### src/hdl/btnlock_pkg.sv
`timescale 1ns / 1ps
// ----------------------------------------------------------------------------
// btnlock_pkg
// Shared types and constants of the button unlock sequencer: register map,
// reset values, remote command codes and LED duty levels.
// ----------------------------------------------------------------------------
package btnlock_pkg;

  localparam int unsigned AddrW = 5;
  localparam int unsigned DataW = 32;

  // Register map, register index = paddr[4:2]
  typedef enum logic [2:0] {
    REG_HOLD       = 3'd0,
    REG_REL_WINDOW = 3'd1,
    REG_SETTLE     = 3'd2,
    REG_ACK_WINDOW = 3'd3,
    REG_UNLOCK     = 3'd4,
    REG_DEBOUNCE   = 3'd5
  } reg_idx_e;

  localparam logic [15:0] HoldRst      = 16'd1000;
  localparam logic [15:0] RelWindowRst = 16'd2000;
  localparam logic [15:0] SettleRst    = 16'd1000;
  localparam logic [15:0] AckWindowRst = 16'd2000;
  localparam logic [23:0] UnlockRst    = 24'd10000;
  localparam logic [15:0] DebounceRst  = 16'd250;

  typedef enum logic [1:0] {
    CMD_NONE  = 2'd0,
    CMD_OFF   = 2'd1,
    CMD_ON    = 2'd2,
    CMD_SPARE = 2'd3
  } remote_cmd_e;

  localparam logic [9:0] LedDim  = 10'd5;
  localparam logic [9:0] LedHold = 10'd511;
  localparam logic [9:0] LedOn   = 10'd255;
  localparam logic [9:0] LedFull = 10'd1023;

endpackage

### src/hdl/btnlock_if.sv
`timescale 1ns / 1ps
// ----------------------------------------------------------------------------
// btnlock_if
// Request and result channels of the button unlock sequencer (valid/ready).
// ----------------------------------------------------------------------------
interface btnlock_in_if;
  logic       valid;
  logic       ready;
  logic       button_down;
  logic [1:0] remote_cmd;

  modport source (output valid, output button_down, output remote_cmd, input ready);
  modport sink   (input valid, input button_down, input remote_cmd, output ready);
endinterface

interface btnlock_out_if;
  logic       valid;
  logic       ready;
  logic [2:0] lock_state;
  logic [9:0] led_level;
  logic       power_request;

  modport source (output valid, output lock_state, output led_level,
                  output power_request, input ready);
  modport sink   (input valid, input lock_state, input led_level,
                  input power_request, output ready);
endinterface

### src/hdl/button_unlock_sequencer.sv
`timescale 1ns / 1ps
// ----------------------------------------------------------------------------
// button_unlock_sequencer
// Push-button key lock with LED feedback and a togglable power request.
// ----------------------------------------------------------------------------
// Each request is one millisecond tick (button level plus remote command) and
// yields exactly one result: lock state, LED duty and power request after the
// tick. One request per clock cycle is taken while the result sink keeps up;
// the result appears in the cycle after acceptance, straight from the state
// registers, the only stage. A waiting result does not stop the next request
// once the sink takes it in the same cycle. The user must write configuration
// over APB while no tick is in flight (not enforced); registers read back.
// ----------------------------------------------------------------------------
module button_unlock_sequencer #(
  parameter int unsigned TIMER_WIDTH = 24
) (
  input  logic                           clk_i,
  input  logic                           rst_ni,
  btnlock_in_if.sink                     tick_i,
  btnlock_out_if.source                  result_o,
  input  logic                           psel,
  input  logic                           penable,
  input  logic                           pwrite,
  input  logic [btnlock_pkg::AddrW-1:0]  paddr,
  input  logic [btnlock_pkg::DataW-1:0]  pwdata,
  output logic [btnlock_pkg::DataW-1:0]  prdata,
  output logic                           pready
);

  localparam int unsigned CmpW = (TIMER_WIDTH > 24) ? TIMER_WIDTH : 24;
  localparam logic [TIMER_WIDTH-1:0] TMax = '1;

  typedef enum logic [2:0] {
    ST_IDLE      = 3'd0,
    ST_HOLD      = 3'd1,
    ST_WAIT_REL  = 3'd2,
    ST_SETTLE    = 3'd3,
    ST_WAIT_ACK  = 3'd4,
    ST_UNLOCKED  = 3'd5,
    ST_LOCK_WAIT = 3'd6
  } state_e;

  // --------------------------------------------------------------------------
  // Configuration registers
  // --------------------------------------------------------------------------
  logic [15:0] hold_q, rel_window_q, settle_q, ack_window_q, debounce_q;
  logic [23:0] unlock_q;
  logic        wr_en;
  btnlock_pkg::reg_idx_e reg_idx;

  assign pready  = 1'b1;
  assign wr_en   = psel & penable & pwrite;
  assign reg_idx = btnlock_pkg::reg_idx_e'(paddr[4:2]);

  always_ff @(posedge clk_i or negedge rst_ni) begin
    if (!rst_ni) begin
      hold_q       <= btnlock_pkg::HoldRst;
      rel_window_q <= btnlock_pkg::RelWindowRst;
      settle_q     <= btnlock_pkg::SettleRst;
      ack_window_q <= btnlock_pkg::AckWindowRst;
      unlock_q     <= btnlock_pkg::UnlockRst;
      debounce_q   <= btnlock_pkg::DebounceRst;
    end else if (wr_en) begin
      unique case (reg_idx)
        btnlock_pkg::REG_HOLD:       hold_q       <= pwdata[15:0];
        btnlock_pkg::REG_REL_WINDOW: rel_window_q <= pwdata[15:0];
        btnlock_pkg::REG_SETTLE:     settle_q     <= pwdata[15:0];
        btnlock_pkg::REG_ACK_WINDOW: ack_window_q <= pwdata[15:0];
        btnlock_pkg::REG_UNLOCK:     unlock_q     <= pwdata[23:0];
        btnlock_pkg::REG_DEBOUNCE:   debounce_q   <= pwdata[15:0];
        default: ;
      endcase
    end
  end

  always_comb begin
    unique case (reg_idx)
      btnlock_pkg::REG_HOLD:       prdata = {16'd0, hold_q};
      btnlock_pkg::REG_REL_WINDOW: prdata = {16'd0, rel_window_q};
      btnlock_pkg::REG_SETTLE:     prdata = {16'd0, settle_q};
      btnlock_pkg::REG_ACK_WINDOW: prdata = {16'd0, ack_window_q};
      btnlock_pkg::REG_UNLOCK:     prdata = {8'd0, unlock_q};
      btnlock_pkg::REG_DEBOUNCE:   prdata = {16'd0, debounce_q};
      default:                     prdata = '0;
    endcase
  end

  // --------------------------------------------------------------------------
  // Tick processing
  // --------------------------------------------------------------------------
  state_e                 state_q, state_d;
  logic [TIMER_WIDTH-1:0] since_press_q, since_press_d;
  logic [TIMER_WIDTH-1:0] since_rel_q, since_rel_d;
  logic                   button_q, request_q, request_d;
  logic [9:0]             led_q, led_d;
  logic                   out_valid_q, out_valid_d;

  logic                   accept, pressed, press_edge, rel_edge;
  btnlock_pkg::remote_cmd_e cmd;
  logic [CmpW-1:0]        sp_ext, sr_ext;

  assign tick_i.ready = ~out_valid_q | result_o.ready;
  assign accept       = tick_i.valid & tick_i.ready;
  assign pressed      = tick_i.button_down;
  assign cmd          = btnlock_pkg::remote_cmd_e'(tick_i.remote_cmd);
  assign press_edge   = pressed & ~button_q;
  assign rel_edge     = ~pressed & button_q;

  always_comb begin
    since_press_d = press_edge ? '0 :
                    (since_press_q == TMax) ? TMax : since_press_q + TIMER_WIDTH'(1);
    since_rel_d   = rel_edge ? '0 :
                    (since_rel_q == TMax) ? TMax : since_rel_q + TIMER_WIDTH'(1);
    sp_ext = CmpW'(since_press_d);
    sr_ext = CmpW'(since_rel_d);

    state_d = state_q;
    led_d   = led_q;
    // LED follows the state held before the step
    unique case (state_q)
      ST_LOCK_WAIT: begin
        if (!pressed) state_d = ST_IDLE;
      end
      ST_HOLD: begin
        led_d = btnlock_pkg::LedHold;
        if (!pressed) state_d = ST_IDLE;
        else if (sp_ext >= CmpW'(hold_q)) state_d = ST_WAIT_REL;
      end
      ST_WAIT_REL: begin
        led_d = btnlock_pkg::LedDim;
        if (!pressed) state_d = ST_SETTLE;
        else if (sp_ext >= CmpW'(rel_window_q)) state_d = ST_LOCK_WAIT;
      end
      ST_SETTLE: begin
        if (pressed) state_d = ST_LOCK_WAIT;
        else if (sr_ext >= CmpW'(settle_q)) state_d = ST_WAIT_ACK;
      end
      ST_WAIT_ACK: begin
        led_d = btnlock_pkg::LedFull;
        if (pressed) state_d = ST_UNLOCKED;
        else if (sr_ext >= CmpW'(ack_window_q)) state_d = ST_IDLE;
      end
      ST_UNLOCKED: begin
        led_d = pressed ? btnlock_pkg::LedFull :
                request_q ? btnlock_pkg::LedOn : btnlock_pkg::LedDim;
        if (sr_ext >= CmpW'(unlock_q) && sp_ext >= CmpW'(unlock_q))
          state_d = ST_LOCK_WAIT;
      end
      default: begin
        led_d   = btnlock_pkg::LedDim;
        state_d = pressed ? ST_HOLD : ST_IDLE;
      end
    endcase

    // debounced press toggles; a press that fails is swallowed
    request_d = request_q;
    if (press_edge && state_d == ST_UNLOCKED && sr_ext > CmpW'(debounce_q))
      request_d = ~request_q;

    unique case (cmd)
      btnlock_pkg::CMD_OFF: request_d = 1'b0;
      btnlock_pkg::CMD_ON:  request_d = 1'b1;
      default: ;
    endcase

    out_valid_d = accept | (out_valid_q & ~result_o.ready);
  end

  always_ff @(posedge clk_i or negedge rst_ni) begin
    if (!rst_ni) begin
      state_q       <= ST_IDLE;
      since_press_q <= '0;
      since_rel_q   <= '0;
      button_q      <= 1'b0;
      request_q     <= 1'b0;
      led_q         <= '0;
      out_valid_q   <= 1'b0;
    end else begin
      out_valid_q <= out_valid_d;
      if (accept) begin
        state_q       <= state_d;
        since_press_q <= since_press_d;
        since_rel_q   <= since_rel_d;
        button_q      <= pressed;
        request_q     <= request_d;
        led_q         <= led_d;
      end
    end
  end

  assign result_o.valid         = out_valid_q;
  assign result_o.lock_state    = state_q;
  assign result_o.led_level     = led_q;
  assign result_o.power_request = request_q;

  // --------------------------------------------------------------------------
  // Assertions
  // --------------------------------------------------------------------------
  a_req_only_on_tick: assert property (@(posedge clk_i) disable iff (!rst_ni)
    !accept |=> $stable(request_q))
    else $error("power request changed without a tick");

  a_result_after_tick: assert property (@(posedge clk_i) disable iff (!rst_ni)
    accept |=> out_valid_q)
    else $error("accepted tick produced no result");

  a_unlock_exit: assert property (@(posedge clk_i) disable iff (!rst_ni)
    (accept && state_q == ST_UNLOCKED) |=>
      (state_q == ST_UNLOCKED || state_q == ST_LOCK_WAIT))
    else $error("unlocked state left by an illegal path");

  a_press_clears: assert property (@(posedge clk_i) disable iff (!rst_ni)
    (accept && press_edge) |=> (since_press_q == '0 && button_q))
    else $error("press edge did not restart the press timer");

endmodule

### src/flat_wrapper.sv
// flat-port wrapper written by rule: the top's interface ports become plain ports
module button_unlock_sequencer_flat 
#(
  parameter int unsigned TIMER_WIDTH = 24
)
  (clk_i, rst_ni, psel, penable, pwrite, paddr, pwdata, prdata, pready, tick_i_valid, tick_i_button_down, tick_i_remote_cmd, tick_i_ready, result_o_valid, result_o_lock_state, result_o_led_level, result_o_power_request, result_o_ready);
  btnlock_in_if tick_i_i ();
  btnlock_out_if result_o_i ();
  input  logic clk_i;
  input  logic rst_ni;
  input  logic psel;
  input  logic penable;
  input  logic pwrite;
  input  logic [btnlock_pkg::AddrW-1:0] paddr;
  input  logic [btnlock_pkg::DataW-1:0] pwdata;
  output logic [btnlock_pkg::DataW-1:0] prdata;
  output logic pready;
  input wire logic [$bits(tick_i_i.valid)-1:0] tick_i_valid;
  input wire logic [$bits(tick_i_i.button_down)-1:0] tick_i_button_down;
  input wire logic [$bits(tick_i_i.remote_cmd)-1:0] tick_i_remote_cmd;
  output wire logic [$bits(tick_i_i.ready)-1:0] tick_i_ready;
  output wire logic [$bits(result_o_i.valid)-1:0] result_o_valid;
  output wire logic [$bits(result_o_i.lock_state)-1:0] result_o_lock_state;
  output wire logic [$bits(result_o_i.led_level)-1:0] result_o_led_level;
  output wire logic [$bits(result_o_i.power_request)-1:0] result_o_power_request;
  input wire logic [$bits(result_o_i.ready)-1:0] result_o_ready;
  assign tick_i_i.valid = tick_i_valid;
  assign tick_i_i.button_down = tick_i_button_down;
  assign tick_i_i.remote_cmd = tick_i_remote_cmd;
  assign tick_i_ready = tick_i_i.ready;
  assign result_o_valid = result_o_i.valid;
  assign result_o_lock_state = result_o_i.lock_state;
  assign result_o_led_level = result_o_i.led_level;
  assign result_o_power_request = result_o_i.power_request;
  assign result_o_i.ready = result_o_ready;
  button_unlock_sequencer #(.TIMER_WIDTH(TIMER_WIDTH)) u_core (.clk_i(clk_i), .rst_ni(rst_ni), .tick_i(tick_i_i), .result_o(result_o_i), .psel(psel), .penable(penable), .pwrite(pwrite), .paddr(paddr), .pwdata(pwdata), .prdata(prdata), .pready(pready));
endmodule
### config.mk
export PLATFORM = sky130hd
export DESIGN_NAME = button_unlock_sequencer_flat
export DESIGN_NICKNAME = d
export VERILOG_FILES = /design/src/hdl/btnlock_pkg.sv /design/src/hdl/btnlock_if.sv /design/src/hdl/button_unlock_sequencer.sv /design/src/flat_wrapper.sv
export SDC_FILE = /design/constraint.sdc
export NUM_CORES = 1
export LEC_CHECK = 0
export ABC_AREA = 1
export BUFFER_PORTS_ARGS = -buffer_cell sky130_fd_sc_hd__buf_2
export CORE_MARGIN = 2
export CORE_UTILIZATION = 40
export CTS_BUF_LIST = sky130_fd_sc_hd__clkbuf_2
export CTS_CLUSTER_DIAMETER = 200
export DETAILED_ROUTE_END_ITERATION = 8
export PLACE_DENSITY_LB_ADDON = 0.05
export SLEW_MARGIN = 10
export SYNTH_ARGS = -nofsm -noshare
export SYNTH_HDL_FRONTEND = slang
export SYNTH_SLANG_ARGS = --single-unit
### constraint.sdc
create_clock -name clk_i -period 3.85 [get_ports clk_i]
set_input_delay 0.5775 -clock clk_i [delete_from_list [all_inputs] [get_ports clk_i]]
set_output_delay 0.5775 -clock clk_i [all_outputs]
set_load 0.03 [all_outputs]
Yosys cells after proc, flatten, opt, wreduce, memory -nomap -nowiden
Cells that the tools add are included.
Word-level totals
  logic and storage cells: 88
  register bits: 168
Operators by class
  magnitude comparators: 7
  eq/ne operators: 16
  mux-type cells: 22
  add/subtract/negate cells: 2
  reductions and logical operators: 14
  bitwise gates (word level): 14
Operators with widths (count)
  24-bit one-hot mux with 6 select lines: 1
  24-bit by 16-bit greater-or-equal comparator with 1-bit output: 4
  24-bit 2-to-1 mux: 4
  24-bit by 1-bit adder with 24-bit output, second input constant: 2
  24-bit equality test, second input constant: 2
  24-bit greater-or-equal comparator: 2
  10-bit one-hot mux with 4 select lines: 1
  3-bit 2-to-1 mux: 10
  24-bit by 16-bit greater-than comparator with 1-bit output: 1
  3-bit equality test, second input constant: 6
  3-bit one-hot mux with 6 select lines: 1
  2-bit AND reduction: 8
  3-bit by 2-bit equality test with 1-bit output, second input constant: 4
  10-bit 2-to-1 mux: 1
  8-bit 2-to-1 mux: 1
  1-bit bitwise AND: 6
  3-bit by 1-bit equality test with 1-bit output, second input constant: 2
  1-bit NOT: 6
  1-bit logical AND: 3
  3-bit logical NOT: 1
  3-bit nonzero test: 1
  2-bit by 1-bit equality test with 1-bit output, second input constant: 1
  2-bit equality test, second input constant: 1
  1-bit 2-to-1 mux: 2
  other kinds (3): 4

Depth between registers and ports, before layout
Gate-level depths: netlist (run 1).
  depth after elaboration: 12
  mapped depth: 33
  gate-level depth less buffers: 32

Worst setup path after synthesis (run 1)
Ideal clock, no wire load.
  path type: register to register
  from: register u_core.since_press_q[0]
  to: register u_core.request_q, in the netlist u_core.result_o.power_request
  data required time: 3.732 ns
  cell stages (with the launch flop): 30
  arrival: 3.108 ns
  slack: 0.625 ns
  setup time: 0.118 ns
  buffers on the path: 0
  path through: dfrtp_1 > ha_1 > inv_1 > nor2_2 > nand2_4 > nor2_4 > nand3_1 > nor3_1 > o21ai_0 > ha_1 > inv_1 > nand2_1 > nand2_1 > nand2_1 > nand2_1 > nand2_1 > nand2_1 > nand2_1 > nand2_1 > nand2_1 > nand2_1 > nand2_1 > nand2_1 > nand2_1 > o21ai_1 > nand2_1 > a21oi_2 > nand4_1 > nand3_1 > nand2_1
On the way
  cells in the longest elaborated chain, start to end: 12
RTL lines
  start, declared: RTL line button_unlock_sequencer.sv:92  | logic [TIMER_WIDTH-1:0] since_press_q, since_press_d;
  start signal, assigned: RTL line button_unlock_sequencer.sv:182  | since_press_q <= since_press_d;
  24-bit by 1-bit adder with 24-bit output / 24-bit equality test (equally long branches): RTL line button_unlock_sequencer.sv:111  | (since_press_q == TMax) ? TMax : since_press_q + TIMER_WIDTH'(1);
  24-bit 2-to-1 mux *: RTL line button_unlock_sequencer.sv:111
  24-bit 2-to-1 mux *: RTL line button_unlock_sequencer.sv:110  | since_press_d = press_edge ? '0 :
  24-bit by 16-bit greater-or-equal comparator with 1-bit output (tied with other cells): RTL line button_unlock_sequencer.sv:132  | else if (sp_ext >= CmpW'(rel_window_q)) state_d = ST_LOCK_WAIT;
  3-bit 2-to-1 mux (tied with other cells): RTL line button_unlock_sequencer.sv:132
  3-bit 2-to-1 mux, on equally long branches: RTL line button_unlock_sequencer.sv:131, button_unlock_sequencer.sv:126, button_unlock_sequencer.sv:146
  3-bit one-hot mux with 6 select lines *: RTL line button_unlock_sequencer.sv:120  | unique case (state_q)
  3-bit equality test *: RTL line button_unlock_sequencer.sv:157  | if (press_edge && state_d == ST_UNLOCKED && sr_ext > CmpW'(debounce_q))
  1-bit logical AND * (2 in a row): RTL line button_unlock_sequencer.sv:157
  3-bit nonzero test (no source line) *
  2-bit AND reduction (no source line) *
  end signal, assigned: RTL line button_unlock_sequencer.sv:185  | request_q <= request_d;
  end, declared: RTL line button_unlock_sequencer.sv:94  | logic button_q, request_q, request_d;
Every way passes the cells marked *; elsewhere a longest branch is shown, timed or not.
A chain may end at the register's enable or synchronous reset.

Worst setup path in the final report (run 1)
  from: register u_core.since_rel_q[1]
  to: register u_core.request_q, in the netlist u_core.result_o.power_request
On the way
  cells in the longest elaborated chain, start to end: 12
RTL lines
  start, declared: RTL line button_unlock_sequencer.sv:93  | logic [TIMER_WIDTH-1:0] since_rel_q, since_rel_d;
  start signal, assigned: RTL line button_unlock_sequencer.sv:183  | since_rel_q <= since_rel_d;
  24-bit by 1-bit adder with 24-bit output / 24-bit equality test (equally long branches): RTL line button_unlock_sequencer.sv:113  | (since_rel_q == TMax) ? TMax : since_rel_q + TIMER_WIDTH'(1);
  24-bit 2-to-1 mux *: RTL line button_unlock_sequencer.sv:113
  24-bit 2-to-1 mux *: RTL line button_unlock_sequencer.sv:112  | since_rel_d = rel_edge ? '0 :
  net u_core.since_rel_d[1]: RTL line button_unlock_sequencer.sv:93
  24-bit by 16-bit greater-or-equal comparator with 1-bit output (tied with other cells): RTL line button_unlock_sequencer.sv:141  | else if (sr_ext >= CmpW'(ack_window_q)) state_d = ST_IDLE;
  3-bit 2-to-1 mux (tied with other cells): RTL line button_unlock_sequencer.sv:141
  3-bit 2-to-1 mux, on equally long branches: RTL line button_unlock_sequencer.sv:140, button_unlock_sequencer.sv:135, button_unlock_sequencer.sv:146
  3-bit one-hot mux with 6 select lines: RTL line button_unlock_sequencer.sv:120
  3-bit equality test: RTL line button_unlock_sequencer.sv:157
  1-bit logical AND: RTL line button_unlock_sequencer.sv:157
  1-bit logical AND *: RTL line button_unlock_sequencer.sv:157
  3-bit nonzero test (no source line) *
  2-bit AND reduction (no source line) *
Mark *: on every way through the listed nets, which the timed path passes. The rest lies on a longest branch.

==> flow_summary.json, run 1 <==
{
  "clock_path_buffers": 2,
  "wire_per_inst_microns": 16.38,
  "drc_errors": 0,
  "yosysTopAreaCell": "dfrtp_1",
  "grt_pass1_vias": 10155,
  "synth_top_area_share_pct": 27.08,
  "fin_nets": 1909,
  "max_cap_violations": 0,
  "utilization_pct": 46.64,
  "row_count": 62,
  "final_hold_viol_count": 0,
  "placed_cell_area_sq_mm": 0.01277,
  "port_buffers": 76,
  "yosysWarningCount": 0,
  "worstHoldStart": "tick_i_remote_cmd[1]",
  "path_clk_slew_ns": 0.26,
  "max_stage_delay_ns": 0.49,
  "final_common_cell": "nand2_1",
  "multi_input_area_sq_mm": 0.006534,
  "post-route-cell-area_sq_mm": 0.01342,
  "gp_congestion": 0.8471,
  "power.leakage_nw": 6.937,
  "pwr-share-clk_pct": 18.3,
  "tightest_slew_ns": 1.066,
  "syn_inst": 1605,
  "grt.total_usage_pct": 23.55,
  "async_flop_share_pct": 100.0,
  "netlist-cell-type-count": 49,
  "grt_pass1_wl_microns": 56010,
  "vias": 10591,
  "arrival_ns": 4.27,
  "r2r_cells": 31,
  "drt_wl_total_microns": 34900,
  "critPathCaptureType": "flip-flop",
  "min_path_type": "in -> reg",
  "cp_top_family": "simple AND/OR/NAND/NOR gates",
  "p_sw_mw": 2.374,
  "cp_slowest_cell": "dfrtp_1",
  "dieWidth_microns": 175.3,
  "slew_violations": 0,
  "setup_viol": 0,
  "cts_tree": "yes",
  "grt-ovfl-total": 0,
  "finalClockSkew_ns": 0.06538,
  "antenna_left": 0,
  "required_ns": 4.56,
  "p_per_area_mw_per_mm2": 414.1,
  "ys_top_cells_by_area": "dfrtp_1 27%, nand2_1 14%, ha_1 14%",
  "synth_flop_cell": "dfrtp_1",
  "io_pins": 96,
  "seq_area_frac_synth_pct": 34.91,
  "synth.avg_cell_area_sq_um": 7.313,
  "synth_area_sq_mm": 0.01174,
  "synth-seq-cells": 162,
  "dieHeight_microns": 175.3,
  "cts_num_sinks": 162,
  "initial_core_util_pct": 40.78,
  "vdd_drop_max_v": 0.0002536,
  "cp_num_buf_inv": 3,
  "cts-root-buf": "clkbuf_2",
  "drtPass1Iterations": 5,
  "grt_max_degree": 77,
  "reg2reg_to": "u_core.result_o.power_request",
  "n_fill_cell": 2999,
  "min_to": "u_core.result_o.power_request",
  "viasPerCell": 4.970,
  "drt-initial-drc-count": 737,
  "final_cell_mix": "429 x nand2_1, 247 x inv_1, 153 x o21ai_0",
  "fin_crit_sh_pct": 92.28,
  "sw_frac_of_total_pct": 42.72,
  "rrSetupSlack_ns": 0.30,
  "place_hpwl_microns": 26780,
  "htreeDepth": 4,
  "combPwrFrac_pct": 40.6,
  "die_area_sq_mm": 0.03073,
  "drive_above_1_share_pct": 15.92,
  "insertion_delay_ns": 0.85,
  "relSlewSlack_pct": 28.77,
  "status": "finished clean",
  "synth-edff-count": 0,
  "internal-power_mw": 3.183,
  "coreArea_sq_mm": 0.02878,
  "reg2reg_from": "u_core.since_rel_q[1]",
  "path_max_fanout": 5,
  "regArea_sq_mm": 0.004100,
  "seqPwrFrac_pct": 41.1,
  "cts_buffers": 17,
  "area_growth_pct": 14.35,
  "hold-path-cell-count": 5,
  "antenna_found_initial": 1,
  "fmax_ghz": 0.2815,
  "path_class": "reg -> reg",
  "critPathLaunchType": "flip-flop",
  "period_needed_ns": 3.553,
  "cpMostUsedCell": "nand2_1"
}
-- synthesized netlist by cell type (15+ instances only) --
master and n:
nand2_1 434, inv_1 250, o21ai_0 155, ha_1 129, dfrtp_1 127, nor2_1 95
a21oi_1 89, clkbuf_1 38, nand3_1 36, dfstp_2 35, xor2_1 22, nor3_1 21
nor2_2 17, buf_4 15, nand2_2 15
-- per-stage QoR --
stage                     total power, mW  instances  setup slack, ns     TNS, ns  hold WS [ns]
after floorplan                     3.807       1612           0.6247           0        0.2819
after CTS                           5.567       2123          0.01221           0       0.08651
after global routing                6.039       2131       -0.0003726  -0.0003726        0.1082
final                               5.558       2131           0.2972           0        0.1703
after global placement              4.461       2064           0.1138           0        0.4677
after detailed placement            4.506       2064           0.1156           0        0.4725
-- cell type report --
cell class / instances / share of cell area [%]
sequential: 162 / 30.55
clock inverter: 14 / 1.128
multi-input combinational: 1138 / 48.68
inverter: 254 / 7.104
timing repair buffer: 160 / 8.269
clock buffer: 18 / 0.6712
antenna: 1 / 0.01864
tap: 384 / 3.580
-- layer usage --
layer	global-route usage (%)	part of all wire, %	up-vias
li1	-	-	5410
met1	34.25	50	4937
met2	36.93	44	219
met3	3.939	4.4	25
met4	4.688	0.93	0
met5	0	0	-
-- power by group through the flow --
stage	logic, mW	clock network (mW)	registers, mW
finish	2.26	1.02	2.28
global route	2.59	1.12	2.33
CTS	2.23	1.06	2.28
detailed placement	2.20	0	2.31
global placement	2.16	0	2.30
floorplan	1.50	0	2.31
-- how the worst max path moves through the flow --
stage	start	end	slack, ns	cells after the start
detailed placement	u_core.since_rel_q[0]	u_core.result_o.power_request	0.12	30
floorplan	u_core.since_press_q[0]	u_core.result_o.power_request	0.62	29
global route	u_core.since_rel_q[1]	u_core.result_o.power_request	-0.0004	32
finish	u_core.since_rel_q[1]	u_core.result_o.power_request	0.30	31
global placement	u_core.since_rel_q[0]	u_core.result_o.power_request	0.11	30
CTS	u_core.since_rel_q[1]	u_core.result_o.power_request	0.01	31
-- what timing repair did --
item                                    4_1_cts  5_1_grt
endpoints found under the setup margin        0        4
setup buffers                                 0        7
hold buffers                                 27        0
hold endpoints to repair                    165        0
resized for setup                             0       27
-- kinds of logic after synthesis --
family,Yosys count,synth area share (%)
AO/OA/AOI/OAI,321,15.18
XOR/XNOR,27,2.015
adder cells (fa/ha/maj),129,13.75
buffers and inverters,312,10.49
flip-flops,162,34.91
other,2,0.06398
AND/OR/NAND/NOR,652,23.59
-- state kept, by name (all words and copies together) (netlist names) --
register / count
u_core.since_rel_q: 24
u_core.debounce_q: 16
u_core.result_o.power_request: 1
u_core.hold_q: 16
u_core.since_press_q: 24
u_core.result_o.valid: 1
u_core.result_o.led_level: 4
u_core.ack_window_q: 16
u_core.settle_q: 16
u_core.unlock_q: 24
u_core.button_q: 1
u_core.result_o.lock_state: 3
u_core.rel_window_q: 16
-- tightest hold or removal path: stages --
cell and delay, ns:
buf_2 0.08, ha_1 0.13, nand2_1 0.06, nand3_1 0.06, nand2_1 0.04
(Power assumes the default switching activity.)
==> run 2: changes to the inputs <==
CELL_PAD_IN_SITES_DETAIL_PLACEMENT = 1   (was not set)
CELL_PAD_IN_SITES_GLOBAL_PLACEMENT = 2   (was not set)
CORE_UTILIZATION = 36   (was 40)
==> flow_summary.json, run 2 (synthesis results as in run 1) <==
{
  "area_growth_pct": 17.52,
  "critPathCaptureType": "flip-flop",
  "reg_top3": "u_core.since_press_q: 24 flops, u_core.since_rel_q: 24 flops, u_core.unlock_q: 24 flops",
  "path_class": "reg -> reg",
  "arrival_ns": 4.37,
  "drive_above_1_share_pct": 18.67,
  "period_needed_ns": 3.601,
  "final_common_cell": "nand2_1",
  "fin_nets": 1931,
  "drt-initial-drc-count": 465,
  "drt_wl_total_microns": 38720,
  "path_max_fanout": 5,
  "relSlewSlack_pct": 21.32,
  "htreeDepth": 4,
  "grt-ovfl-total": 0,
  "coreArea_sq_mm": 0.03229,
  "power.leakage_nw": 7.024,
  "p_per_area_mw_per_mm2": 415.6,
  "antenna_left": 0,
  "setup_viol": 0,
  "cts_tree": "yes",
  "status": "finished clean",
  "vdd_drop_max_v": 0.0002769,
  "dieHeight_microns": 184.6,
  "initial_core_util_pct": 36.35,
  "vias": 10934,
  "final_hold_viol_count": 0,
  "grt_pass1_wl_microns": 61650,
  "gp_congestion": 0.8352,
  "grt_max_degree": 71,
  "die_area_sq_mm": 0.03406,
  "tightest_slew_ns": 1.177,
  "critPathLaunchType": "flip-flop",
  "cp_slowest_cell": "dfrtp_1",
  "cts_num_sinks": 162,
  "grt_pass1_vias": 11208,
  "post-route-cell-area_sq_mm": 0.01379,
  "rsz0062_at_grt": "true",
  "max_stage_delay_ns": 0.45,
  "placed_cell_area_sq_mm": 0.01293,
  "slew_violations": 0,
  "wire_per_inst_microns": 17.51,
  "row_count": 66,
  "cpMostUsedCell": "nand2_1",
  "min_path_type": "in -> reg",
  "path_clk_slew_ns": 0.26,
  "layout_setup_ws_ns": 0.2491,
  "insertion_delay_ns": 0.84,
  "port_buffers": 76,
  "final_cell_mix": "408 x nand2_1, 245 x inv_1, 148 x o21ai_0",
  "cts-root-buf": "clkbuf_2",
  "cts_buffers": 17,
  "fin_crit_sh_pct": 93.53,
  "fmax_ghz": 0.2777,
  "dieWidth_microns": 184.6,
  "clock_path_buffers": 2,
  "viasPerCell": 4.945,
  "holdWs_ns": 0.1253,
  "dp_cells": 2133,
  "finalClockSkew_ns": 0.03748,
  "place_ws_ns": 0.07141,
  "max_cap_violations": 0,
  "drtPass1Iterations": 5,
  "instances_no_fill": 2211,
  "drc_errors": 0,
  "io_pins": 96,
  "required_ns": 4.61,
  "antenna_found_initial": 1,
  "grt.total_usage_pct": 23.63,
  "fin_tns_setup_ns": 0,
  "place_hpwl_microns": 29600
}
==> run 2: changes by cell type in the layout (fill, tap and decap cells not counted), moves of 4 or more <==
cell / delta
buf_4: +20
ha_1: -4
nand2_1: -21
nand2_2: +20
o21ai_0: -5
o21ai_1: +5
==> run 2: final cells by class <==
cell class                      count  area [sq um]
Fill cell                        4098         18490
Multi-Input combinational cell   1138          6675
Sequential cell                   162          4099
Timing Repair Buffer              182          1282
Inverter                          254         953.4
Tap cell                          442         553.0
Clock inverter                     14         138.9
Clock buffer                       18         90.09
Antenna cell                        1         2.502
==> run 2: power breakdown <==
group	internal [mW]	switching [mW]	total (mW)
Combinational	0.914	1.55	2.46
Clock	0.298	0.693	0.991
Sequential	2.05	0.229	2.28
Total	3.26	2.47	5.73
==> run 2: path summary, 6_finish.rpt <==
kind | startpoint | end | slack, ns | cells past startpoint
setup / recovery | u_core.since_rel_q[0] | u_core.result_o.lock_state[0] | 0.25 | 34
hold / removal | tick_i_remote_cmd[1] | u_core.result_o.power_request | 0.13 | 5
setup reg to reg | u_core.since_rel_q[0] | u_core.result_o.lock_state[0] | 0.25 | 34
hold reg to reg | u_core.unlock_q[8] | u_core.unlock_q[8] | 0.51 | 2
max in group asynchronous | rst_ni | u_core.since_rel_q[21] | 2.71 | 3
min in group asynchronous | rst_ni | u_core.since_press_q[22] | 0.23 | 2
==> run 2: what timing repair did <==
item                                    in CTS  in global routing
hold buffers                                27                  0
pin swaps                                    0                 39
resized for setup                            1                 68
endpoints found under the setup margin       1                  4
hold endpoints to repair                   140                  0
setup buffers                                0                 19
==> run 2: metrics by stage <==
stage,total power [mW],utilization (%)
2_1_floorplan,3.807,-
3_3_place_gp,4.509,40.03
3_5_place_dp,4.591,40.03
4_1_cts,5.637,41.58
5_1_grt,6.269,42.72
6_report,5.734,42.72
==> run 2: worst max-delay path, delay by kind of cell, from the launching register on <==
kind,cells,cell delay [ns]
flops,1,0.45
fa+ha+maj,2,0.39
simple gates,28,2.20
compound gates,1,0.07
buf+inv,3,0.43
==> run 2: per-layer routing <==
metal / up-vias / track usage [%] / part of all wire [%]
met3: 26 / 2.707 / 2.1
met2: 126 / 39.55 / 47
met1: 5330 / 32.66 / 50
met5: - / 0 / 0
li1: 5452 / - / -
met4: 0 / 5.344 / 1.3
